[src/hdl/h4df_pkg.sv]
// ----------------------------------------------------------------------------
// H4 deframer package
// Shared types and codes for the H4 packet deframer.
// ----------------------------------------------------------------------------
package h4df_pkg;

  localparam logic [7:0] TYPE_EVT = 8'h04;
  localparam logic [7:0] TYPE_ACL = 8'h02;
  localparam logic [7:0] TYPE_SCO = 8'h03;
  localparam logic [7:0] HW_ERROR_CODE = 8'h10;

  localparam logic [1:0] PH_TYPE    = 2'd0;
  localparam logic [1:0] PH_HEADER  = 2'd1;
  localparam logic [1:0] PH_PAYLOAD = 2'd2;

  localparam logic [1:0] KIND_EVT = 2'd0;
  localparam logic [1:0] KIND_ACL = 2'd1;
  localparam logic [1:0] KIND_SCO = 2'd2;

  localparam logic REG_DROP_ENABLE = 1'b0;
  localparam logic REG_DROP_CODE   = 1'b1;

  localparam int unsigned QUEUE_DEPTH = 4;
  localparam int unsigned LEN_W = 17;

  typedef struct packed {
    logic [7:0] data;
    logic       start;
    logic       last;
    logic [1:0] kind;
    logic       run_last;
  } result_t;

endpackage

[src/hdl/h4_packet_deframer.sv]
// ----------------------------------------------------------------------------
// H4 packet deframer
// Splits a raw byte stream into H4 event, ACL and SCO packets with markers.
// ----------------------------------------------------------------------------
// Results of a byte are registered into the result queue behind earlier results.
// Throughput: one byte per cycle while in_stall is low; an event code yields
// two results, buffered in a four-entry result queue, so in_stall rises only
// when it holds 3 or more. Reset: parser returns to type search, queue empties,
// drop_enable = 1 and drop_event_code = 0x10.
module h4_packet_deframer (
  input  logic        clk,
  input  logic        rst_n,
  input  logic        in_valid,
  output logic        in_stall,
  input  logic [7:0]  in_rx_byte,
  output logic        out_valid,
  input  logic        out_stall,
  output logic [7:0]  out_byte,
  output logic        out_packet_start,
  output logic        out_packet_end,
  output logic [1:0]  out_packet_kind,
  output logic        out_run_last,
  input  logic        psel,
  input  logic        penable,
  input  logic        pwrite,
  input  logic [2:0]  paddr,
  input  logic [31:0] pwdata,
  output logic [31:0] prdata,
  output logic        pready
);
  import h4df_pkg::*;

  localparam int unsigned CNT_W = $clog2(QUEUE_DEPTH + 1);

  logic             drop_en_r;
  logic [7:0]       drop_code_r;
  logic [1:0]       phase_r, phase_nxt;
  logic [2:0]       hdr_cnt_r, hdr_cnt_nxt;
  logic [1:0]       kind_r, kind_nxt;
  logic [7:0]       held_type_r, held_type_nxt;
  logic [7:0]       len_low_r, len_low_nxt;
  logic [LEN_W-1:0] bytes_left_r, bytes_left_nxt;
  logic             discard_r, discard_nxt;

  result_t          q_r [QUEUE_DEPTH];
  result_t          q_nxt [QUEUE_DEPTH];
  result_t          q_shift [QUEUE_DEPTH];
  logic [CNT_W-1:0] count_r, count_nxt;
  logic [CNT_W-1:0] base;

  result_t          res0, res1;
  logic [1:0]       n_res;
  logic             in_xfer, out_xfer, cfg_wr;
  logic [7:0]       b;
  logic [LEN_W-1:0] len;
  logic             len_set;
  logic             disc_cur;
  logic [LEN_W-1:0] bl_dec;

  assign pready   = 1'b1;
  assign cfg_wr   = psel & penable & pwrite;
  assign in_stall = (count_r > CNT_W'(QUEUE_DEPTH - 2));
  assign in_xfer  = in_valid & ~in_stall;
  assign out_valid = (count_r != '0);
  assign out_xfer  = out_valid & ~out_stall;
  assign b = in_rx_byte;

  assign out_byte         = q_r[0].data;
  assign out_packet_start = q_r[0].start;
  assign out_packet_end   = q_r[0].last;
  assign out_packet_kind  = q_r[0].kind;
  assign out_run_last     = q_r[0].run_last;

  always_comb begin
    prdata = '0;
    unique case (paddr[2])
      REG_DROP_ENABLE: prdata = {31'd0, drop_en_r};
      REG_DROP_CODE:   prdata = {24'd0, drop_code_r};
      default:         prdata = '0;
    endcase
  end

  // parser
  always_comb begin
    phase_nxt      = phase_r;
    hdr_cnt_nxt    = hdr_cnt_r;
    kind_nxt       = kind_r;
    held_type_nxt  = held_type_r;
    len_low_nxt    = len_low_r;
    bytes_left_nxt = bytes_left_r;
    discard_nxt    = discard_r;
    n_res          = 2'd0;
    res0           = '{data: b, start: 1'b0, last: 1'b0, kind: kind_r, run_last: 1'b0};
    res1           = '{data: b, start: 1'b0, last: 1'b0, kind: kind_r, run_last: 1'b1};
    len            = '0;
    len_set        = 1'b0;
    disc_cur       = 1'b0;
    bl_dec         = bytes_left_r - LEN_W'(1);

    if (phase_r == PH_HEADER && kind_r <= KIND_SCO) begin
      hdr_cnt_nxt = hdr_cnt_r + 3'd1;
      unique case (kind_r)
        KIND_EVT: begin
          if (hdr_cnt_r <= 3'd1) begin
            disc_cur    = drop_en_r & (b == drop_code_r);
            discard_nxt = disc_cur;
            if (!disc_cur) begin
              n_res      = 2'd2;
              res0.data  = held_type_r;
              res0.start = 1'b1;
            end
          end else begin
            len     = LEN_W'(b);
            len_set = 1'b1;
          end
        end
        KIND_ACL: begin
          if (hdr_cnt_r <= 3'd2) begin
            n_res = 2'd1;
          end else if (hdr_cnt_r == 3'd3) begin
            len_low_nxt = b;
            n_res       = 2'd1;
          end else begin
            len     = LEN_W'({b, len_low_r});
            len_set = 1'b1;
          end
        end
        default: begin
          if (hdr_cnt_r <= 3'd2) begin
            n_res = 2'd1;
          end else begin
            len     = LEN_W'(b);
            len_set = 1'b1;
          end
        end
      endcase
      if (len_set) begin
        bytes_left_nxt = len;
        if (!discard_r) begin
          n_res     = 2'd1;
          res0.last = (len == '0);
        end
        if (len == '0) begin
          phase_nxt   = PH_TYPE;
          discard_nxt = 1'b0;
        end else begin
          phase_nxt = PH_PAYLOAD;
        end
      end
    end else if (phase_r == PH_PAYLOAD && kind_r <= KIND_SCO) begin
      bytes_left_nxt = bl_dec;
      if (!discard_r) begin
        n_res     = 2'd1;
        res0.last = (bl_dec == '0);
      end
      if (bl_dec == '0) begin
        phase_nxt   = PH_TYPE;
        discard_nxt = 1'b0;
      end
    end else begin
      phase_nxt   = PH_TYPE;
      discard_nxt = 1'b0;
      if (b == TYPE_EVT) begin
        kind_nxt      = KIND_EVT;
        held_type_nxt = b;
        hdr_cnt_nxt   = 3'd1;
        phase_nxt     = PH_HEADER;
      end else if (b == TYPE_ACL || b == TYPE_SCO) begin
        kind_nxt    = (b == TYPE_ACL) ? KIND_ACL : KIND_SCO;
        hdr_cnt_nxt = 3'd1;
        phase_nxt   = PH_HEADER;
        n_res       = 2'd1;
        res0.start  = 1'b1;
        res0.kind   = kind_nxt;
      end
    end
    res0.run_last = (n_res == 2'd1);
  end

  // result queue: shift on transfer out, append behind the survivors
  always_comb begin
    for (int i = 0; i < QUEUE_DEPTH - 1; i++) begin
      q_shift[i] = out_xfer ? q_r[i+1] : q_r[i];
    end
    q_shift[QUEUE_DEPTH-1] = q_r[QUEUE_DEPTH-1];
    base = count_r - CNT_W'(out_xfer);
    for (int i = 0; i < QUEUE_DEPTH; i++) begin
      q_nxt[i] = q_shift[i];
      if (in_xfer && n_res != 2'd0 && base == CNT_W'(i)) begin
        q_nxt[i] = res0;
      end
      if (in_xfer && n_res == 2'd2 && base + CNT_W'(1) == CNT_W'(i)) begin
        q_nxt[i] = res1;
      end
    end
    count_nxt = base + (in_xfer ? CNT_W'(n_res) : CNT_W'(0));
  end

  always_ff @(posedge clk) begin
    for (int i = 0; i < QUEUE_DEPTH; i++) begin
      q_r[i] <= q_nxt[i];
    end
    if (!rst_n) begin
      count_r      <= '0;
      drop_en_r    <= 1'b1;
      drop_code_r  <= HW_ERROR_CODE;
      phase_r      <= PH_TYPE;
      hdr_cnt_r    <= '0;
      kind_r       <= KIND_EVT;
      held_type_r  <= '0;
      len_low_r    <= '0;
      bytes_left_r <= '0;
      discard_r    <= 1'b0;
    end else begin
      count_r <= count_nxt;
      if (cfg_wr) begin
        unique case (paddr[2])
          REG_DROP_ENABLE: drop_en_r   <= pwdata[0];
          REG_DROP_CODE:   drop_code_r <= pwdata[7:0];
          default:         drop_en_r   <= drop_en_r;
        endcase
      end
      if (in_xfer) begin
        phase_r      <= phase_nxt;
        hdr_cnt_r    <= hdr_cnt_nxt;
        kind_r       <= kind_nxt;
        held_type_r  <= held_type_nxt;
        len_low_r    <= len_low_nxt;
        bytes_left_r <= bytes_left_nxt;
        discard_r    <= discard_nxt;
      end
    end
  end

endmodule
[config.mk]
export PLATFORM = sky130hd
export DESIGN_NAME = h4_packet_deframer
export DESIGN_NICKNAME = d
export VERILOG_FILES = /design/src/hdl/h4df_pkg.sv /design/src/hdl/h4_packet_deframer.sv
export SDC_FILE = /design/constraint.sdc
export NUM_CORES = 1
export LEC_CHECK = 0
export BUFFER_PORTS_ARGS = -buffer_cell sky130_fd_sc_hd__buf_2
export CAP_MARGIN = 20
export CORE_MARGIN = 1
export CORE_UTILIZATION = 50
export CTS_CLUSTER_DIAMETER = 80
export DETAILED_ROUTE_END_ITERATION = 7
export PLACE_DENSITY = 0.71
export SLEW_MARGIN = 0
export SYNTH_ARGS = -nofsm -noshare
export SYNTH_HDL_FRONTEND = slang
export SYNTH_SLANG_ARGS = --single-unit
[constraint.sdc]
create_clock -name clk -period 4.3 [get_ports clk]
set_clock_uncertainty 0.1 [all_clocks]
set_input_delay 1.29 -clock clk [delete_from_list [all_inputs] [get_ports clk]]
set_output_delay 1.29 -clock clk [all_outputs]
set_load 0.01 [all_outputs]
Word level (Yosys, flattened, before mapping)

Memory sizes are Yosys's and may differ from the RTL's.
Index checks and enable logic that the tools add are counted.
W data, S select, Z words.

Register bits after elaboration: 53
RAM bits: 52
Input port bits: 50
Logic and storage cells: 157
Memories: 1

Add/subtract/negate cells: 5
Magnitude comparators: 4
Equal/unequal tests: 19
Muxes and demuxes: 76
Bitwise logic cells: 11
Reductions and logical operators: 31

Memories:

| memory | words | width | rd ports | clocked after Yosys merged registers in | wr ports | RTL line                 | RTL |
|---|---|---|---|---|---|---|---|
| q_r    | 4     | 13    | 4        | 0                                       | 4        | h4_packet_deframer.sv:45 | `result_t q_r [QUEUE_DEPTH];` |

Operators with widths:

| kind                    | count |
|---|---|
| $mux W13                | 11 |
| $mux W17                | 4 |
| $pmux W32 S2            | 1 |
| $mux W2                 | 21 |
| $logic_not A17 Y1       | 2 |
| $pmux W17 S2            | 1 |
| $mux W16                | 2 |
| $mux W9                 | 3 |
| $mux W1                 | 24 |
| $mux W8                 | 3 |
| $sub A17 B1 Y17 const B | 1 |
| $eq A8 B2 Y1 const B    | 2 |
| $eq A3 B2 Y1 const B    | 5 |
| $logic_and A1 B1 Y1     | 12 |
| $mux W3                 | 4 |
| $reduce_and A3 Y1       | 4 |
| $eq A8 B3 Y1 const B    | 1 |
| $eq A8 B8 Y1            | 1 |
| $add A3 B1 Y3 const B   | 2 |
| $eq A2 B1 Y1 const B    | 3 |
| $eq A3 B1 Y1 const B    | 2 |
| $logic_not A3 Y1        | 2 |
| $not A1 Y1              | 6 |
| $reduce_and A2 Y1       | 3 |
| 19 further kinds        | 26 |

Logic depth before layout (Yosys ltp)

Word-level depth: 13
Depth in mapped cells: 12
Depth with buffers taken out: 11

Worst setup path before layout

No wires, ideal clock.

Path type: in2reg
From: input port out_stall
To: memory q_r[0][10] (netlist bit), enable pin
Setup time: 356 ps
Arrival time: 3591 ps
Required time: 3844 ps
Slack: 253 ps
Stages on the path: 9
Cell sequence: nor2b_1 > clkbuf_1 > ha_1 > ha_1 > xnor2_1 > ha_1 > nor4b_1 > o21bai_1 > nand3b_1

RTL lines:

| element            | RTL line                 | RTL |
|---|---|---|
| start: declaration | h4_packet_deframer.sv:17 | `input logic out_stall,` |
| end: declaration   | h4_packet_deframer.sv:45 |  |

==> reports/summary.md <==
Yosys
* 39.3% — post-synthesis sequential area ratio
* sky130_fd_sc_hd__dfxtp_1, sky130_fd_sc_hd__edfxtp_1, sky130_fd_sc_hd__nor3_1 — top area cells in the synthesized netlist
* 3.34% — mux cell area share after synthesis
* 20.8% — area fraction in compound gates after synthesis
* 0.00637 mm2 — synthesized area
* 20.4% — share of the synthesized area in the top cell type
* simple AND/OR/NAND/NOR gates — largest family of logic cells by synthesized area
* sky130_fd_sc_hd__dfxtp_1 — cell taking the most area after synthesis
* 24.7% — fraction of the mapped netlist area in simple logic gates
* 2.08% — fraction of the mapped netlist area in adder cells
* 705 — number of standard cells after synthesis
* 2.20% — Post-Synth XOR/XNOR Area
* 0 — count of yosys warnings during synthesis
* 9.04 um2 — synthesized area per cell
* 0% — ys async rst share
* sky130_fd_sc_hd__dfxtp_1 — top_reg_cell synth
* 105 — flip-flop and latch count after synthesis
* 40 — count of flip-flops with a built-in enable after synthesis
* 76 — Netlist cell types

Timing
* 86.7% — final clock period utilization by the worst path
* 46.6% — max_slew headroom
* 3730 ps — post-layout min period
* 0 — final number of max-transition violations
* false — RSZ-0062 raised after global routing
* 0 — number of failing hold endpoints at the final stage
* 268 MHz — Achievable Freq
* 350 ps — Hold WS
* 798 ps — slew at the pin closest to its max-slew limit
* 0 ps — setup tns final
* 0 — final setup violation count

Worst setup path
* 590 ps — longest individual stage delay on the worst path
* 10 — largest fanout on the critical path
* 3620 ps — signal arrival time at the worst endpoint
* input port — startpoint type of the worst setup path
* buf_2 -> nor2b_1 -> ha_1 -> ha_1 -> xnor2_1 -> ha_1 -> nor4b_1 -> o21bai_1 -> nand3b_1 — critical-path cell list
* sky130_fd_sc_hd__nor4b_1 — CP max-delay cell
* flop — Critical Path End Type
* in -> reg — kind of critical path
* sky130_fd_sc_hd__ha_1 — Top cell by count, worst path
* 4190 ps — data required time at the worst endpoint

Drt
* 0 — antenna violation net count after detailed routing
* 424 — initial DRC count
* 0 — # DRC
* 15,100 um — total detailed-routing wirelength
* 6 — DRT Pass-1 Iters
* 5,299 — vias after detailed routing
* 5.88 — drt via density
* 16.7 um — post-detailed-route wirelength per cell

Power
* 0.000296 V — maximum resistive drop on vdd
* 19.4% — combinational power share
* 2.62 nW — Lkg Pwr
* 32.9% — clock network fraction of design power
* 28.1% — switching power as a share of total power
* 47.8% — share of power burned in registers
* 0.000703 W — switching power
* 365 mW/mm2 — power density of the placed cells
* 0.00180 W — internal power

Placement
* 46 — I/O Buffers
* 0.871 — weighted congestion reported at the end of routability-driven placement
* 10,900 um — total half-perimeter wirelength after legalization and detailed placement
* 0.00657 mm2 — standard cell area after detailed placement

Clock network
* 70 ps — clock edge transition at the registers on the reported setup and hold paths
* 3 — H-tree Lvls
* 105 — clock sinks
* sky130_fd_sc_hd__clkbuf_16 — clock root buffer master
* 340 ps — worst skew pair latency
* 2 — clock buffer depth
* 0 — hold bufs inserted after CTS
* 0 — post-CTS resize count
* 9 — Num CTS Buffers
* done — CTS tree
* 0 — number of setup buffers added after CTS

Finish
* 56.2% — fraction of the core area covered by cells at the end of the flow
* 7.74% — area grow syn2layout
* 0.00686 mm2 — post-route cell area
* 1,092 — fill count
* 16.8% — fraction of final layout cells with drive strength greater than 1
* 788 — total number of nets in the final design
* sky130_fd_sc_hd__dfxtp_1 — most common cell after layout, fill and taps aside
* sky130_fd_sc_hd__dfxtp_1, sky130_fd_sc_hd__nor3_1, sky130_fd_sc_hd__nor2_1, sky130_fd_sc_hd__nand2_1, sky130_fd_sc_hd__buf_2 — commonest cells after routing, fill and taps aside
* 0 — ANT cells

Die
* 115 um — Die Wd
* 115 um — height of the chip
* 0.0122 mm2 — Std-Cell Core Area
* 40 — Cell Rows
* 98 — IO Count
* 52.2% — starting density of the core
* 0.0132 mm2 — Die ar.

Global routing
* 0 — antenna violations before repair
* 23.4% — overall global routing resource usage
* 5,042 — number of global-route vias before repair
* 24,600 um — wire length of the first global-routing pass
* 48 — pin count of the biggest net entering global routing
* 0 — leftover overflow at the end of global routing

Min path
* reg -> reg — Tightest Hold Check Type

Run status
* complete, no violations — status

Job
* 0 — max cap viols

## worst max-delay path: cells and delay by family
family,cells,cell delay [ps]
adders and majority gates,3,740
buffers and inverters,1,100
xor gates and xnor gates,1,140
AOI/OAI and AO/OA,1,230
and+or+nand+nor,3,1130
## sequential cells by signal, indices dropped and copies added (netlist names)
register      count
hdr_cnt_r         3
bytes_left_r     17
kind_r            2
discard_r         1
drop_code_r       8
held_type_r       8
count_r           3
phase_r           2
q_r              52
drop_en_r         1
len_low_r         8
## stage by stage
stage	cells	setup slack (ps)	power, W
5_1_grt	901	432	0.00262
6_report	901	572	0.00250
2_1_floorplan	728	253	0.00158
3_5_place_dp	885	318	0.00170
4_1_cts	901	671	0.00251
3_3_place_gp	885	345	0.00168
## cell type report
| type | count | area [um2] | area share (%) |
|---|---|---|---|
| multi-input combinational | 539 | 3480 | 50.7 |
| sequential | 105 | 2500 | 36.5 |
| timing repair buffer | 59 | 328 | 4.78 |
| clock buffer | 10 | 229 | 3.34 |
| tap | 168 | 210 | 3.06 |
| clock inverter | 6 | 63.8 | 0.930 |
| inverter | 14 | 52.6 | 0.766 |
## final timing paths
check                           startpoint   endpoint  slack [ps]  cells past startpoint
worst max-delay path             out_stall  q_r[0][2]         570                      9
worst min-delay path             q_r[3][0]  q_r[3][0]         350                      1
worst max register to register  count_r[2]  q_r[0][2]         840                      9
worst min register to register   q_r[3][0]  q_r[3][0]         350                      1
## cell usage after synthesis (4+ instances only)
library cell	number
sky130_fd_sc_hd__a211oi_1	10
sky130_fd_sc_hd__a21boi_0	14
sky130_fd_sc_hd__a21oi_1	38
sky130_fd_sc_hd__a221oi_1	6
sky130_fd_sc_hd__a22o_1	9
sky130_fd_sc_hd__a22oi_1	4
sky130_fd_sc_hd__a31oi_1	4
sky130_fd_sc_hd__and2_1	29
sky130_fd_sc_hd__buf_2	15
sky130_fd_sc_hd__buf_4	30
sky130_fd_sc_hd__buf_6	4
sky130_fd_sc_hd__clkbuf_1	20
sky130_fd_sc_hd__dfxtp_1	65
sky130_fd_sc_hd__edfxtp_1	40
sky130_fd_sc_hd__ha_1	9
sky130_fd_sc_hd__inv_1	14
sky130_fd_sc_hd__mux2_2	10
sky130_fd_sc_hd__mux2i_1	10
sky130_fd_sc_hd__nand2_1	48
sky130_fd_sc_hd__nand2b_1	6
sky130_fd_sc_hd__nand3_1	27
sky130_fd_sc_hd__nand4_1	5
sky130_fd_sc_hd__nor2_1	48
sky130_fd_sc_hd__nor2b_1	15
sky130_fd_sc_hd__nor3_1	54
sky130_fd_sc_hd__nor3b_1	6
sky130_fd_sc_hd__nor4_1	5
sky130_fd_sc_hd__o21a_1	12
sky130_fd_sc_hd__o21ai_0	32
sky130_fd_sc_hd__o21bai_1	8
sky130_fd_sc_hd__o221a_2	10
sky130_fd_sc_hd__o31ai_1	4
sky130_fd_sc_hd__or3_1	13
sky130_fd_sc_hd__xnor2_1	13
## power groups by stage
stage | registers (W) | clock network (W) | logic (W)
2_1_floorplan | 0.00122 | 0 | 0.000355
3_3_place_gp | 0.00121 | 0 | 0.000468
3_5_place_dp | 0.00122 | 0 | 0.000482
4_1_cts | 0.00120 | 0.000829 | 0.000483
5_1_grt | 0.00121 | 0.000871 | 0.000540
6_report | 0.00120 | 0.000822 | 0.000485
## kinds of logic after synthesis
group	count (synthesis)
DFF	105
buffers and inverters	84
AOI/OAI and AO/OA	181
muxes	20
and+or+nand+nor	287
adders and majority gates	10
other	2
xor gates and xnor gates	16
## routing by layer
layer | routed length [um] | GRT usage, % | part of all wire [%] | vias to the layer above
li1 | - | - | - | 2580
met1 | 6270 | 28.6 | 42 | 2505
met2 | 7580 | 41.5 | 50 | 197
met3 | 1040 | 4.16 | 6.9 | 17
met4 | 176 | 7.53 | 1.2 | 0
met5 | 0 | 0 | 0 | -
No activity file was read; power rests on OpenSTA's default activity.
